$ cat src/rtl/ndrd_pkg.sv
// ndrd_pkg: shared types and constants for the ntfs data run decoder
// parse phases, list status codes, decoder state and result structs
// no dependencies
package ndrd_pkg;

    // widest length or offset field in bytes
    localparam logic [3:0] MaxFieldBytes = 4'd8;

    typedef enum logic [1:0] {
        PH_DONE   = 2'd0,
        PH_HEADER = 2'd1,
        PH_LENGTH = 2'd2,
        PH_OFFSET = 2'd3
    } t_phase;

    typedef enum logic [2:0] {
        ST_RUN      = 3'd0,
        ST_END      = 3'd1,
        ST_ZERO_LEN = 3'd2,
        ST_BOUNDS   = 3'd3,
        ST_WIDE     = 3'd4
    } t_status;

    // run list parse state
    typedef struct packed {
        t_phase      phase;
        logic [3:0]  length_bytes;
        logic [3:0]  offset_bytes;
        logic [3:0]  byte_position;
        logic [63:0] length_accum;
        logic [63:0] offset_accum;
        logic [63:0] current_cluster;
    } t_state;

    // one decoded result
    typedef struct packed {
        logic [63:0] start_cluster;
        logic [63:0] cluster_count;
        t_status     status;
        logic        done;
    } t_result;

endpackage

$ cat src/rtl/ndrd_step.sv
// ndrd_step: combinational next-state and result logic for one run list byte
// byte insert, sign extension, 64-bit cluster add and bound compare
// depends on ndrd_pkg
module ndrd_step (
    input  ndrd_pkg::t_state  i_state,
    input  logic [7:0]        i_run_byte,
    input  logic              i_list_start,
    input  logic [63:0]       i_max_cluster,
    output ndrd_pkg::t_state  o_state,
    output logic              o_res_valid,
    output ndrd_pkg::t_result o_res
);
    import ndrd_pkg::*;

    t_state      work;
    logic [63:0] ins;
    logic [3:0]  pos_inc;
    logic        finish;
    logic [63:0] off_val;
    logic [6:0]  off_bits;
    logic [63:0] low_mask;
    logic [5:0]  sign_idx;
    logic [63:0] sum;

    always_comb begin
        // a list start restarts the cluster number and takes the byte as a header
        work = i_state;
        if (i_list_start) begin
            work.current_cluster = 64'd0;
            work.phase           = PH_HEADER;
        end

        o_state     = work;
        o_res_valid = 1'b0;
        o_res       = '{start_cluster: 64'd0, cluster_count: 64'd0,
                        status: ST_RUN, done: 1'b0};
        ins         = {56'd0, i_run_byte} << {work.byte_position[2:0], 3'b000};
        pos_inc     = work.byte_position + 4'd1;
        finish      = 1'b0;
        off_val     = work.offset_accum;

        // per-phase byte handling
        unique case (work.phase)
            PH_HEADER: begin
                if (i_run_byte == 8'd0) begin
                    o_res_valid   = 1'b1;
                    o_res.status  = ST_END;
                    o_res.done    = 1'b1;
                    o_state.phase = PH_DONE;
                end else begin
                    o_state.length_bytes = i_run_byte[3:0];
                    o_state.offset_bytes = i_run_byte[7:4];
                    if (i_run_byte[3:0] == 4'd0) begin
                        o_res_valid   = 1'b1;
                        o_res.status  = ST_ZERO_LEN;
                        o_res.done    = 1'b1;
                        o_state.phase = PH_DONE;
                    end else if (i_run_byte[3:0] > MaxFieldBytes ||
                                 i_run_byte[7:4] > MaxFieldBytes) begin
                        o_res_valid   = 1'b1;
                        o_res.status  = ST_WIDE;
                        o_res.done    = 1'b1;
                        o_state.phase = PH_DONE;
                    end else begin
                        o_state.byte_position = 4'd0;
                        o_state.length_accum  = 64'd0;
                        o_state.offset_accum  = 64'd0;
                        o_state.phase         = PH_LENGTH;
                    end
                end
            end
            PH_LENGTH: begin
                o_state.length_accum  = work.length_accum | ins;
                o_state.byte_position = pos_inc;
                if (pos_inc >= work.length_bytes) begin
                    if (work.offset_bytes == 4'd0) begin
                        finish = 1'b1;
                    end else begin
                        o_state.byte_position = 4'd0;
                        o_state.phase         = PH_OFFSET;
                    end
                end
            end
            PH_OFFSET: begin
                off_val               = work.offset_accum | ins;
                o_state.offset_accum  = off_val;
                o_state.byte_position = pos_inc;
                if (pos_inc >= work.offset_bytes) begin
                    finish = 1'b1;
                end
            end
            PH_DONE: begin
            end
            default: begin
            end
        endcase

        // sign-extend the offset field and move the running cluster number
        off_bits = {work.offset_bytes, 3'b000};
        low_mask = (64'd1 << off_bits) - 64'd1;
        sign_idx = 6'(off_bits - 7'd1);
        if (work.offset_bytes != 4'd0 && work.offset_bytes < 4'd8 &&
            off_val[sign_idx]) begin
            off_val = off_val | ~low_mask;
        end
        sum = work.current_cluster + off_val;

        // run complete: report it, and end the list when out of bounds
        if (finish) begin
            o_state.current_cluster = sum;
            o_res_valid             = 1'b1;
            o_res.start_cluster     = sum;
            o_res.cluster_count     = o_state.length_accum;
            if (sum > i_max_cluster) begin
                o_res.status  = ST_BOUNDS;
                o_res.done    = 1'b1;
                o_state.phase = PH_DONE;
            end else begin
                o_res.status  = ST_RUN;
                o_res.done    = 1'b0;
                o_state.phase = PH_HEADER;
            end
        end
    end

endmodule

$ cat src/rtl/ntfs_data_run_decoder.sv
// ntfs_data_run_decoder: one run list byte per transfer, one result per decoded run and one at each list end
// path: the byte that ends a run passes the input register, then loads the result register when that is free
// throughput: one byte per cycle; a waiting result holds the byte behind it and stalls input
// reset: synchronous active low; parser waits for a list start, max_cluster is zero
// depends on ndrd_pkg and ndrd_step
module ntfs_data_run_decoder (
    input  logic        i_clk,
    input  logic        i_rst_n,
    // byte input channel
    input  logic        i_valid,
    output logic        o_stall,
    input  logic [7:0]  i_run_byte,
    input  logic        i_list_start,
    // configuration
    input  logic        i_max_cluster_we,
    input  logic [63:0] i_max_cluster,
    // result channel
    output logic        o_valid,
    input  logic        i_stall,
    output logic [63:0] o_run_start_cluster,
    output logic [63:0] o_run_cluster_count,
    output logic [2:0]  o_list_status,
    output logic        o_list_done
);
    import ndrd_pkg::*;

    logic        r_in_valid;
    logic [7:0]  r_run_byte;
    logic        r_list_start;
    logic [63:0] r_max_cluster;
    t_state      r_state;
    t_state      n_state;
    logic        r_out_valid;
    t_result     r_res;
    t_result     n_res;
    logic        res_valid;
    logic        out_free;
    logic        advance;

    // handshake: the result register frees when empty or being taken
    assign out_free = !r_out_valid || !i_stall;
    assign advance  = r_in_valid && out_free;
    assign o_stall  = r_in_valid && !out_free;

    ndrd_step u_step (
        .i_state      (r_state),
        .i_run_byte   (r_run_byte),
        .i_list_start (r_list_start),
        .i_max_cluster(r_max_cluster),
        .o_state      (n_state),
        .o_res_valid  (res_valid),
        .o_res        (n_res)
    );

    // input register
    always_ff @(posedge i_clk) begin
        if (!i_rst_n) begin
            r_in_valid <= 1'b0;
        end else if (!o_stall) begin
            r_in_valid <= i_valid;
        end
        if (i_valid && !o_stall) begin
            r_run_byte   <= i_run_byte;
            r_list_start <= i_list_start;
        end
    end

    // configuration register
    always_ff @(posedge i_clk) begin
        if (!i_rst_n) begin
            r_max_cluster <= 64'd0;
        end else if (i_max_cluster_we) begin
            r_max_cluster <= i_max_cluster;
        end
    end

    // parse state
    always_ff @(posedge i_clk) begin
        if (!i_rst_n) begin
            r_state <= '{phase: PH_DONE, length_bytes: 4'd0, offset_bytes: 4'd0,
                         byte_position: 4'd0, length_accum: 64'd0,
                         offset_accum: 64'd0, current_cluster: 64'd0};
        end else if (advance) begin
            r_state <= n_state;
        end
    end

    // result register
    always_ff @(posedge i_clk) begin
        if (!i_rst_n) begin
            r_out_valid <= 1'b0;
        end else if (out_free) begin
            r_out_valid <= advance && res_valid;
        end
        if (advance && res_valid) begin
            r_res <= n_res;
        end
    end

    assign o_valid             = r_out_valid;
    assign o_run_start_cluster = r_res.start_cluster;
    assign o_run_cluster_count = r_res.cluster_count;
    assign o_list_status       = r_res.status;
    assign o_list_done         = r_res.done;

endmodule
$ cat config.mk
export PLATFORM = sky130hd
export DESIGN_NAME = ntfs_data_run_decoder
export DESIGN_NICKNAME = d
export VERILOG_FILES = /design/src/rtl/ndrd_pkg.sv /design/src/rtl/ndrd_step.sv /design/src/rtl/ntfs_data_run_decoder.sv
export SDC_FILE = /design/constraint.sdc
export NUM_CORES = 1
export LEC_CHECK = 0
export BUFFER_PORTS_ARGS = -buffer_cell sky130_fd_sc_hd__buf_4
export CAP_MARGIN = 10
export CELL_PAD_IN_SITES_DETAIL_PLACEMENT = 1
export CELL_PAD_IN_SITES_GLOBAL_PLACEMENT = 1
export CORE_ASPECT_RATIO = 0.6
export CORE_UTILIZATION = 52
export CTS_BUF_LIST = sky130_fd_sc_hd__clkbuf_4 sky130_fd_sc_hd__clkbuf_8
export CTS_CLUSTER_SIZE = 8
export DETAILED_ROUTE_END_ITERATION = 7
export GPL_ROUTABILITY_DRIVEN = 0
export PLACE_DENSITY_LB_ADDON = 0.1
export SYNTH_ARGS = -nofsm -noshare
export SYNTH_HDL_FRONTEND = slang
export SYNTH_SLANG_ARGS = --single-unit
$ cat constraint.sdc
create_clock -name i_clk -period 16.4 [get_ports i_clk]
set_input_delay 3.28 -clock i_clk [delete_from_list [all_inputs] [get_ports i_clk]]
set_output_delay 3.28 -clock i_clk [all_outputs]
set_load 0.01 [all_outputs]
# [After elaboration in Yosys (flattened, before gate mapping)]
# Index checks and enable logic that the tools add are counted.
[totals] reg_bits=413 ram_bits=0 rom_bits=0 in_bits=78 wordCells=99 memories=0 latch_bits=0
[classes] n_reduce_logical=21 div=0 add_sub_neg=4 multipliers=0 bitwise=5 magnitude_cmp=7 shifts=2 eq_ne=6 muxes=38
[op_table] cell="132-bit two-way mux" count=3
[op_table] cell="64-bit two-way mux" count=4
[op_table] cell="64-bit case mux with 2 select lines" count=2
[op_table] cell="64-bit bitwise OR" count=3
[op_table] cell="64-bit adder" count=1
[op_table] cell="64-bit > comparator" count=1
[op_table] cell="64-bit NOT" count=1
[op_table] cell="1-bit by 7-bit left shift with 64-bit output (first input constant)" count=1
[op_table] cell="8-bit by 6-bit left shift with 64-bit output" count=1
[op_table] cell="64-bit by 1-bit subtractor with 64-bit output (second input constant)" count=1
[op_table] cell="4-bit two-way mux" count=7
[op_table] cell="2-bit two-way mux" count=7
[op_table] cell="4-bit case mux with 3 select lines" count=1
[op_table] cell="1-bit two-way mux" count=10
[op_table] cell="5-bit AND reduction" count=2
[op_table] cell="4-bit >= comparator" count=2
[op_table] cell="4-bit > comparator (second input constant)" count=2
[op_table] cell="4-bit zero test" count=2
[op_table] cell="8-bit zero test" count=1
[op_table] cell="6-bit by 7-bit less-than comparator with 1-bit output (second input constant)" count=1
[op_table] cell="1-bit binary-select mux with 6-bit select" count=1
[op_table] cell="1-bit logical AND" count=6
[op_table] cell="2-bit != test (second input constant)" count=3
[op_table] cell="6-bit by 1-bit subtractor with 6-bit output (second input constant)" count=1
[op_table] cell="14 further kinds" count=19

# [Longest topological paths before layout]
# Gate-level depths: netlist of run 1.
[depth] depth_word=11 mapped_depth=33 ltp_nobuf=29

# [By module]
# From an unflattened synthesis of run 1, not the netlist that was laid out.
[hier_totals] cells_unflattened=3066 hier_area_um2=25954.9
[by_module_without_submodules] mod="ntfs_data_run_decoder" area_each_um2=14933.1 instances=1 cells_per_inst=1250
[by_module_without_submodules] mod="ndrd_step" area_each_um2=11021.8 instances=1 cells_per_inst=1816

# [Worst setup path after synthesis of run 1]
# Ideal clock, no wire load.
[synth_timing] path_kind="input to register" from="input port i_stall" to="register r_res, in the netlist o_list_done, enable pin" t_arrival_ns=9.871 setup_ns=0.669 n_path_buf=0 path_stages=3 required_ns=15.731 path_slack_ns=5.860 cell_sequence="nand2_1 > nand2_1 > a21oi_1"
[synth_via] elab_chain_cells=4
[synth_rtl] element="start, declared" line_no="ntfs_data_run_decoder.sv:19" text="input logic i_stall,"
[synth_rtl] element="1-bit zero test" line_no="ntfs_data_run_decoder.sv:41" text="assign out_free = !r_out_valid || !i_stall;"
[synth_rtl] element="1-bit logical OR" line_no="ntfs_data_run_decoder.sv:41"
[synth_rtl] element="1-bit logical AND" line_no="ntfs_data_run_decoder.sv:42" text="assign advance = r_in_valid && out_free;"
[synth_rtl] element="1-bit logical AND" line_no="ntfs_data_run_decoder.sv:95" text="if (advance && res_valid) begin"
[synth_rtl] element="end signal, assigned" line_no="ntfs_data_run_decoder.sv:96" text="r_res <= n_res;"
[synth_rtl] element="end, declared" line_no="ntfs_data_run_decoder.sv:34" text="t_result r_res;"
# No other way between the ends.
# A chain may end at the register's enable or synchronous reset.

==> key figures, run 1 <==
Logic synthesis
  • Most used DFF post-synth: dfxtp_1
  • Sequential share of the synthesized area: 42.7%
  • Mean Syn Cell Area: 9.25 sq um
  • #FFs+latches synth: 413
  • Synth warn: 0
  • Post-Synth Adder-Cell Area: 8.21%
  • Ys async rst share: 0%
  • Largest family of logic cells by synthesized area: compound AO/OA/AOI/OAI gates
  • Post-Syn Area: 22700 sq um
  • Number of synthesized flops with an enable pin: 141
  • Count of cell types in the netlist: 74
  • Post-Synth Simple-Gate Area: 18.3%
  • Synth Area in Compound Gates: 20.3%
  • Mux contribution to synthesized area: 3.42%
  • Xor and xnor area share after synthesis: 2.32%
  • Syn nets: 2676
  • Synthesized instance count: 2450

Setup path
  • CP Buf/Inv Count: 3
  • Crit start category: register
  • Worst R2R Start: r_list_start
  • R2r endpoint: o_list_status[0]
  • Critical path's largest stage delay: 0.97 ns
  • Slowest CP cell: nor4_1
  • Most used cell, CP: nor2_1
  • Crit path DAT: 10.55 ns
  • Critical path class: reg -> reg
  • CP top delay family: simple AND/OR/NAND/NOR gates
  • Nature of the critical path endpoint: register
  • CP Launch Point: r_list_start
  • CP required: 16.74 ns
  • R2R depth: 29
  • Worst-path maximum fanout: 37
  • Reg2reg setup slack: 6.19 ns

Clock network
  • Post-CTS resize count: 0
  • Clock Path Buffers: 3
  • CTS root buf: clkbuf_8
  • TritonCTS buffer count: 68
  • # clock sinks: 413
  • Cts hold-fix bufs: 0
  • Clock Latency Late Sink: 0.62 ns
  • Post-CTS Setup Inserts: 0
  • CTS clk-pin slew, worst paths: 0.06 ns
  • CTS tree: done
  • CTS H-Tree Depth: 3

Die
  • Die Y: 164 um
  • Core Area: 42400 sq um
  • Die Span X: 271 um
  • Std cell rows: 58
  • IO Pins: 212
  • Die footprint: 44400 sq um
  • Starting Density: 53.4%

Power
  • Total power: 2.19 mW
  • PwrDens: 84.4 nW/um^2
  • Maximum vdd drop: 60.2 uV
  • Leak: 11.1 nW

Timing
  • Max Slew Vio Count: 0
  • Worst-margin pin slew: 1.19 ns
  • RSZ-0062 raised after global routing: no
  • Worst clock skew: 0.0218 ns
  • WHS: 0.466 ns
  • Max Freq: 98.0 MHz
  • Final min period: 10.21 ns
  • Final setup violation count: 0
  • Fin. Hold Viols: 0
  • Final TNS setup: 0 ns
  • Crit path setup slack, layout: 6.19 ns
  • Slew headroom: 20.4%
  • Period utilization: 62.2%

Route
  • Mean number of vias per cell: 6.25
  • WL final: 75900 um
  • DR WL/cell: 23.7 um
  • Drt first pass iters: 5
  • Initial DRC count: 1883
  • DR vias: 20100
  • Residual DRC: 0
  • Final ANT Viol Nets: 0

GRT
  • Largest net degree at the start of global routing: 103
  • Grt total ovfl: 0
  • GRT Overall Usage: 33.5%
  • First-pass GRT wire length: 116000 um
  • Initial antenna violation count: 1
  • Vias in the first global route: 20200

Final layout
  • Share of post-route cells with drive strength above 1: 14.7%
  • Post-route insts no fill: 3210
  • Post-route cell area: 26000 sq um
  • Layout area overhead: 14.6%
  • Antenna cell count: 0
  • Register area: 9680 sq um
  • Nets@finish: 2815
  • Fillers: 4801
  • Multi-input gate area: 11900 sq um
  • Commonest non-fill, non-tap cell in the layout: dfxtp_1
  • Fin util: 61.3%
  • Most frequent cells in the layout: 272 x dfxtp_1, 243 x nor2b_1, 239 x buf_4, 214 x nor2_1, 198 x a21oi_1

Hold path
  • Hold WC Path Type: reg -> reg
  • Worst Hold Launch: r_state[44]
  • WHS Path Cells: 1
  • Min-Delay Endpoint: r_state[44]

Placed design
  • Post-Place Worst Slack: 6.70 ns
  • Hpwl dp: 54400 um
  • IO buf count: 211
  • Placed instance area: 24600 sq um
  • Placed Cells: 3089

Run
  • Max_cap viols: 0

Outcome
  • Status: finished, final reports clean
routing by layer:
metal	vias up	global-route usage [%]	wire (um)
met3	133	6.78	6960
li1	9027	-	-
met1	10000	48.5	34600
met5	-	0	0
met2	873	50.6	32800
met4	0	8.89	1580
worst max-delay path by stage:
stage | slack, ns | endpoint | cells after the start
2_1_floorplan | 5.86 | o_list_done | 3
3_3_place_gp | 7.17 | o_list_status[1] | 30
3_5_place_dp | 6.70 | o_list_status[0] | 30
4_1_cts | 6.63 | o_list_status[0] | 30
5_1_grt | 5.71 | o_list_done | 30
6_report | 6.19 | o_list_status[0] | 29
kinds of logic after synthesis:
logic type	Yosys count
xor gates and xnor gates	60
buffers and inverters	283
AOI/OAI and AO/OA	682
muxes	75
DFF	413
and+or+nand+nor	789
adders and majority gates	148
layout make-up:
type | count | share of cell area [%]
clock inverters | 13 | 0.482
inverters | 113 | 1.63
multi-input cells | 1754 | 46.0
flip-flops and latches | 413 | 37.3
repair buffers | 239 | 6.91
well taps | 570 | 2.75
clock buffers | 108 | 4.93
synthesized netlist by cell type, drive strengths merged, types with 7 or more instances:
master | count | area share [%]
a31oi | 7 | 0.19
nor2 | 215 | 3.6
o31ai | 11 | 0.39
a21oi | 200 | 4.4
and3 | 34 | 0.94
xor2 | 18 | 0.70
nand3 | 28 | 0.62
a211oi | 17 | 0.56
ha | 147 | 8.1
a22o | 29 | 1.1
o21a | 17 | 0.56
o21ai | 68 | 1.5
nor4 | 9 | 0.25
nand4 | 33 | 0.91
inv | 113 | 1.9
a211o | 34 | 1.3
edfxtp | 141 | 19
nand2b | 9 | 0.25
buf | 13 | 0.29
and2 | 72 | 2.0
dfxtp | 272 | 24
a21o | 62 | 2.1
nor2b | 243 | 6.7
nor3 | 18 | 0.42
mux2i | 73 | 3.2
xnor2 | 42 | 1.6
o21bai | 24 | 0.80
clkbuf | 157 | 2.6
nand2 | 105 | 1.7
a22oi | 161 | 5.3
sequential cells by signal, summed over array words and instances (netlist names):
| signal | cells |
|---|---|
| o_list_status | 3 |
| o_list_done | 1 |
| r_list_start | 1 |
| r_run_byte | 8 |
| o_run_cluster_count | 64 |
| o_run_start_cluster | 64 |
| o_valid | 1 |
| r_state | 206 |
| r_max_cluster | 64 |
| r_in_valid | 1 |
where the power goes:
part           internal, mW  leakage [nW]  switching, mW
clock network         0.527         0.743          0.436
registers              1.07          3.68         0.0125
logic                0.0542          6.63         0.0881
worst register-to-register path, delay by kind of cell (launching register included):
| kind | cells | cell delay [ns] |
|---|---|---|
| flip-flops | 1 | 0.33 |
| AND/OR/NAND/NOR | 13 | 4.29 |
| buffers and inverters | 3 | 0.99 |
| AO/OA/AOI/OAI | 8 | 2.59 |
| adder cells (fa/ha/maj) | 3 | 0.98 |
| multiplexers | 2 | 0.78 |
(Power assumes the default switching activity.)
==> inputs of run 2 (changes only) <==
Settings changed: CORE_UTILIZATION 52 to 48.
Clock period 16.4 ns to 10.6 ns, I/O delays scaled along.
==> run 2 against run 1 <==
- global-route usage is 2.4 points lower
- hold slack gained 0.0014 ns
- core utilization down 5.1 points
- die area up 8.3%
- clock-buffer cell count shrank 2
- first-iteration DRC count decreased by 1.2%
- cell area increased by 0.33%
- highest routed layer unchanged
- critical path depth is 2 lower
- fmax increased by 1.3%
- combinational power grew 56%
==> key figures, run 2 (synthesis results as in run 1) <==
Route
  • Final ANT Viol Nets: 0 (unchanged)
  • DR vias: 19900 (-0.91%)
  • Highest Signal Layer: met4
  • Routed wl met3: 6990 um (+0.56%)
  • Residual DRC: 0 (unchanged)
  • Wire length on met1: 35500 um (+2.6%)
  • Initial DRC count: 1861 (-1.2%)
  • WL final: 76600 um (+0.92%)
  • Met2 WL post-DR: 32700 um (-0.34%)
  • Mean number of vias per cell: 6.07 (-2.9%)
  • Drt first pass iters: 5 (unchanged)
  • DR WL/cell: 23.4 um (-1.1%)

Setup path
  • Worst-path maximum fanout: 15 (-59%)
  • Nature of the critical path endpoint: register
  • Worst R2R Start: r_list_start
  • Crit start category: register
  • R2r endpoint: o_list_done
  • Reg2reg setup slack: 0.52 ns (-5.67 ns)
  • CP required: 10.95 ns (-5.79 ns)
  • Critical path class: reg -> reg
  • R2R depth: 27 (-6.9%)
  • Crit path DAT: 10.43 ns (-0.12 ns)

Power
  • Maximum vdd drop: 72.9 uV (+21%)
  • Switching share of power: 25.1% (+0.65 points)
  • Leak: 11.0 nW (about the same)
  • Internal: 2.51 mW (+52%)
  • Total power: 3.36 mW (+53%)
  • PwrDens: 129 nW/um^2 (+53%)
  • NetSw: 0.844 mW (+57%)
  • Gate power share: 6.6% (about the same)
  • Clk pwr share: 43.3% (-0.7 points)
  • Sequential power share: 50.1% (+0.6 points)

Die
  • Core Area: 46400 sq um (+9.5%)
  • Die Span X: 282 um (+4.1%)
  • IO Pins: 212 (unchanged)
  • Die Y: 170 um (+4.0%)
  • Std cell rows: 61 (+5.2%)
  • Starting Density: 48.8% (-4.6 points)
  • Die footprint: 48100 sq um (+8.3%)

GRT
  • First-pass GRT wire length: 115000 um (-0.82%)
  • Largest net degree at the start of global routing: 106 (+2.9%)
  • GRT Overall Usage: 31.1% (-2.4 points)
  • Initial antenna violation count: 1 (unchanged)
  • Grt total ovfl: 0 (unchanged)
  • Vias in the first global route: 19800 (-1.9%)

Placed design
  • Placed Cells: 3151 (+2.0%)
  • IO buf count: 211 (unchanged)
  • Post-Place Worst Slack: 1.23 ns (-5.47 ns)
  • Hpwl dp: 54800 um (+0.72%)
  • Placed instance area: 24700 sq um (+0.42%)

Final layout
  • Largest register FFs: 206 (unchanged)
  • Commonest non-fill, non-tap cell in the layout: dfxtp_1
  • Post-route insts no fill: 3275 (+2.0%)
  • Most frequent cells in the layout: 272 x dfxtp_1, 243 x nor2b_1, 239 x buf_4, 214 x nor2_1, 198 x a21oi_1
  • Fin util: 56.1% (-5.1 points)
  • Layout area overhead: 15.0%
  • Largest reg by FF count: r_state
  • Nets@finish: 2818 (+0.11%)
  • Post-route cell area: 26000 sq um (+0.33%)
  • Fillers: 5328 (+11%)
  • Share of post-route cells with drive strength above 1: 14.7% (+0.053 points)

Timing
  • WHS: 0.468 ns (+0.00137 ns)
  • Slew headroom: 18.4% (-2.1 points)
  • Max Freq: 99.2 MHz (+1.3%)
  • Worst-margin pin slew: 1.22 ns (+0.0310 ns)
  • Crit path setup slack, layout: 0.523 ns (-5.67 ns)
  • Final min period: 10.08 ns (-0.131 ns)
  • Max Slew Vio Count: 0 (unchanged)
  • Final TNS setup: 0 ns (unchanged)
  • Fin. Hold Viols: 0 (unchanged)
  • RSZ-0062 raised after global routing: no
  • Worst clock skew: 0.0291 ns (+0.00727 ns)
  • Final setup violation count: 0 (unchanged)
  • Period utilization: 95.1% (+33 points)

Clock network
  • TritonCTS buffer count: 68 (unchanged)
  • CTS tree: done
  • Cts hold-fix bufs: 0 (unchanged)
  • CTS H-Tree Depth: 3 (unchanged)
  • # clock sinks: 413 (unchanged)
  • Post-CTS Setup Inserts: 0 (unchanged)
  • CTS root buf: clkbuf_8
  • CTS clk-pin slew, worst paths: 0.07 ns (about the same)
  • Clock Latency Late Sink: 0.64 ns (+0.02 ns)
  • Clock Path Buffers: 3 (unchanged)
  • Post-CTS resize count: 0 (unchanged)

Hold path
  • Worst Hold Launch: r_state[44]
  • Hold WC Path Type: reg -> reg
  • WHS Path Cells: 1 (unchanged)
  • Min-Delay Endpoint: r_state[44]

Run
  • Max_cap viols: 0 (unchanged)

Outcome
  • Status: finished, final reports clean
## run 2: cell types whose count changed in the layout (fill, tap and decap cells not counted), sizes merged
cell,change
clkinv,+4
bufinv,-2
clkinvlp,+2
clkbuf,-2
diode,+1
buf,+3
inv,-1
## run 2: area by class of cell
class / instances / area [sq um] / share of cell area, %
sequential: 413 / 9680 / 37.2
inverter: 113 / 424 / 1.63
tap: 630 / 788 / 3.03
timing repair buffer: 242 / 1850 / 7.09
antenna: 1 / 2.50 / 0.00961
multi-input combinational: 1754 / 11900 / 45.8
clock inverter: 16 / 87.6 / 0.336
clock buffer: 106 / 1280 / 4.90
## run 2: routing by layer
layer  vias up  global-route usage [%]
met5         -                       0
met1      9885                    45.4
met4         0                    7.85
li1       9035                       -
met2       838                    46.1
met3       114                    6.95
## run 2: worst max-delay path by stage
stage,start,end,slack [ns]
4_1_cts,r_list_start,o_list_status[0],1.09
3_3_place_gp,r_list_start,o_list_status[1],1.70
6_report,r_list_start,o_list_done,0.52
2_1_floorplan,i_stall,o_list_done,1.22
5_1_grt,r_list_start,o_list_done,0.23
3_5_place_dp,r_list_start,o_list_status[0],1.23
## run 2: power by group through the flow
stage / Sequential, mW / Combinational (mW) / Clock (mW)
floorplan: 1.71 / 0.128 / 0
global placement: 1.71 / 0.210 / 0
detailed placement: 1.71 / 0.219 / 0
CTS: 1.68 / 0.220 / 1.48
global route: 1.68 / 0.240 / 1.54
finish: 1.68 / 0.222 / 1.45
## run 2: worst max-delay path: stages (launching register included)
cell      delay, ns
edfxtp_1       0.82
or2_2          0.29
ha_1           0.39
and2_1         0.38
a21oi_1        0.22
mux4_2         0.51
mux2i_1        0.26
nand3_1        0.37
nor3_1         0.32
nand2_1        0.27
nand2_1        0.15
ha_1           0.29
nand2_1        0.12
nor4_1         0.58
nand3_1        0.14
a311oi_1       0.71
o21ai_1        0.31
a21oi_1        0.41
o21ai_1        0.19
a311oi_1       0.69
ha_1           0.26
nand4_1        0.13
nor2_1         0.17
inv_1          0.06
nor4_1         0.96
nand4_1        0.22
o21ai_0        0.41
o22ai_1        0.16
==> inputs of run 3 (changes only) <==
Settings changed: CORE_ASPECT_RATIO 0.6 to 0.9, CORE_UTILIZATION 48 to 52, CTS_CLUSTER_SIZE 8 to 20.
Clock period 10.6 ns to 11.6 ns, I/O delays scaled along.
==> run 3 against run 2 <==
- sequential share of layout area increased by 0.072 points
- register-to-register slack improved by 1.6 ns
- clock power decreased by 3%
- fmax increased by 6.7%
- total power decreased by 6.8%
- cell count decreased by 2.4%
- via count decreased by 1.7%
- global-route usage increased by 1.0 points
- wire length decreased by 5.9%
==> key figures, run 3 (synthesis results as in run 1) <==
Final layout
  • Largest register FFs: 206 (unchanged)
  • Most frequent cells in the layout: 272 x dfxtp_1, 243 x nor2b_1, 235 x buf_4, 214 x nor2_1, 198 x a21oi_1
  • Multi-input gate area: 11900 sq um (about the same)
  • Share of post-route cells with drive strength above 1: 14.9% (+0.19 points)
  • Antenna cell count: 0 (-1)
  • Largest reg by FF count: r_state
  • Commonest non-fill, non-tap cell in the layout: dfxtp_1
  • Post-route insts no fill: 3198 (-2.4%)
  • Layout area overhead: 14.8%
  • Register area: 9680 sq um (unchanged)
  • Fillers: 4849 (-9.0%)
  • Nets@finish: 2813 (-0.18%)

Die
  • Die Span X: 222 um (-21%)
  • Std cell rows: 72 (+18%)
  • Starting Density: 52.7% (+3.9 points)
  • Core Area: 43000 sq um (-7.4%)
  • Die Y: 200 um (+17%)
  • IO Pins: 212 (unchanged)
  • Die footprint: 44400 sq um (-7.7%)

Placed design
  • Hpwl dp: 50900 um (-7.2%)
  • IO buf count: 211 (unchanged)
  • Post-Place Worst Slack: 2.60 ns (+1.37 ns)
  • Placed Cells: 3070 (-2.6%)

Clock network
  • CTS H-Tree Depth: 3 (unchanged)
  • CTS clk-pin slew, worst paths: 0.07 ns (about the same)
  • CTS tree: done
  • TritonCTS buffer count: 70 (+2.9%)
  • CTS root buf: clkbuf_8
  • Post-CTS resize count: 0 (unchanged)
  • Post-CTS Setup Inserts: 0 (unchanged)
  • Cts hold-fix bufs: 0 (unchanged)
  • # clock sinks: 413 (unchanged)
  • Clock Path Buffers: 3 (unchanged)
  • Clock Latency Late Sink: 0.68 ns (+0.04 ns)

Setup path
  • CP Launch Point: r_state[192]
  • Nature of the critical path endpoint: register
  • Critical path class: reg -> reg
  • Critical path's largest stage delay: 0.97 ns (about the same)
  • Worst R2R Start: r_state[192]
  • CP Buf/Inv Count: 1 (unchanged)
  • CP top delay family: simple AND/OR/NAND/NOR gates
  • CP required: 11.98 ns (+1.03 ns)
  • Crit start category: register
  • Slowest CP cell: and3b_1
  • Crit path DAT: 9.83 ns (-0.60 ns)
  • Worst-path maximum fanout: 25 (+10)

Route
  • Drt first pass iters: 5 (unchanged)
  • Routed wl met3: 4080 um (-42%)
  • Mean number of vias per cell: 6.11 (+0.71%)
  • Wire length on met1: 32000 um (-9.9%)
  • Initial DRC count: 1565 (-16%)
  • Residual DRC: 0 (unchanged)
  • Final ANT Viol Nets: 0 (unchanged)
  • WL final: 72100 um (-5.9%)
  • Highest Signal Layer: met4
  • DR vias: 19500 (-1.7%)
  • DR WL/cell: 22.6 um (-3.6%)
  • Met2 WL post-DR: 33500 um (+2.4%)

Timing
  • Worst-margin pin slew: 1.21 ns (-0.00667 ns)
  • Crit path setup slack, layout: 2.16 ns (+1.63 ns)
  • Max Freq: 106 MHz (+6.7%)
  • Slew headroom: 19.0% (+0.63 points)
  • Worst clock skew: 0.0299 ns (+0.000781 ns)
  • Period utilization: 81.4% (-14 points)
  • Max Slew Vio Count: 0 (unchanged)
  • RSZ-0062 raised after global routing: no
  • Fin. Hold Viols: 0 (unchanged)
  • Final min period: 9.44 ns (-0.634 ns)
  • Final setup violation count: 0 (unchanged)
  • Final TNS setup: 0 ns (unchanged)

Power
  • Maximum vdd drop: 96.0 uV (+32%)
  • PwrDens: 120 nW/um^2 (-6.6%)
  • Leak: 11.1 nW (+0.37%)

Outcome
  • Status: finished, final reports clean

GRT
  • Largest net degree at the start of global routing: 128 (+21%)
  • Vias in the first global route: 19900 (+0.55%)
  • First-pass GRT wire length: 112000 um (-2.6%)
  • Initial antenna violation count: 0 (-1)
  • GRT Overall Usage: 32.1% (+1.0 points)
  • Grt total ovfl: 0 (unchanged)

Hold path
  • Hold WC Path Type: reg -> reg
  • Worst Hold Launch: r_state[60]

Run
  • Max_cap viols: 0 (unchanged)
-- run 3: final cells by class --
cell class / instances / area share, %
Clock buffer: 113 / 5.24
Clock inverter: 15 / 0.491
Inverter: 113 / 1.63
Multi-Input combinational cell: 1754 / 45.9
Sequential cell: 413 / 37.2
Tap cell: 555 / 2.67
Timing Repair Buffer: 235 / 6.79
-- run 3: per-layer routing --
layer / track usage, % / up-vias
li1: - / 9041
met3: 5.91 / 170
met4: 12.8 / 0
met1: 41.9 / 9692
met5: 0 / -
met2: 53.2 / 639
-- run 3: where the power goes --
part / leakage (nW) / switching, mW / internal (mW)
combinational: 6.61 / 0.121 / 0.0759
sequential: 3.68 / 0.0177 / 1.52
clock: 0.795 / 0.624 / 0.772
-- run 3: path summary, 6_finish.rpt --
path,end,slack [ns],depth (start not counted)
setup reg to reg,o_list_done,2.16,26
hold reg to reg,r_state[60],0.46,1
hold / removal,r_state[60],0.46,1
setup / recovery,o_list_done,2.16,26
-- run 3: per-stage QoR --
step           util [%]  hold WS (ns)  power, mW  cell area, sq um
6_report           60.5         0.463       3.13             26000
3_5_place_dp       57.0         0.447       1.76             24500
4_1_cts            60.5         0.466       3.14             26000
2_1_floorplan         -         0.425       1.68             22700
3_3_place_gp       57.0         0.448       1.75             24500
5_1_grt            60.5         0.480       3.22             26000
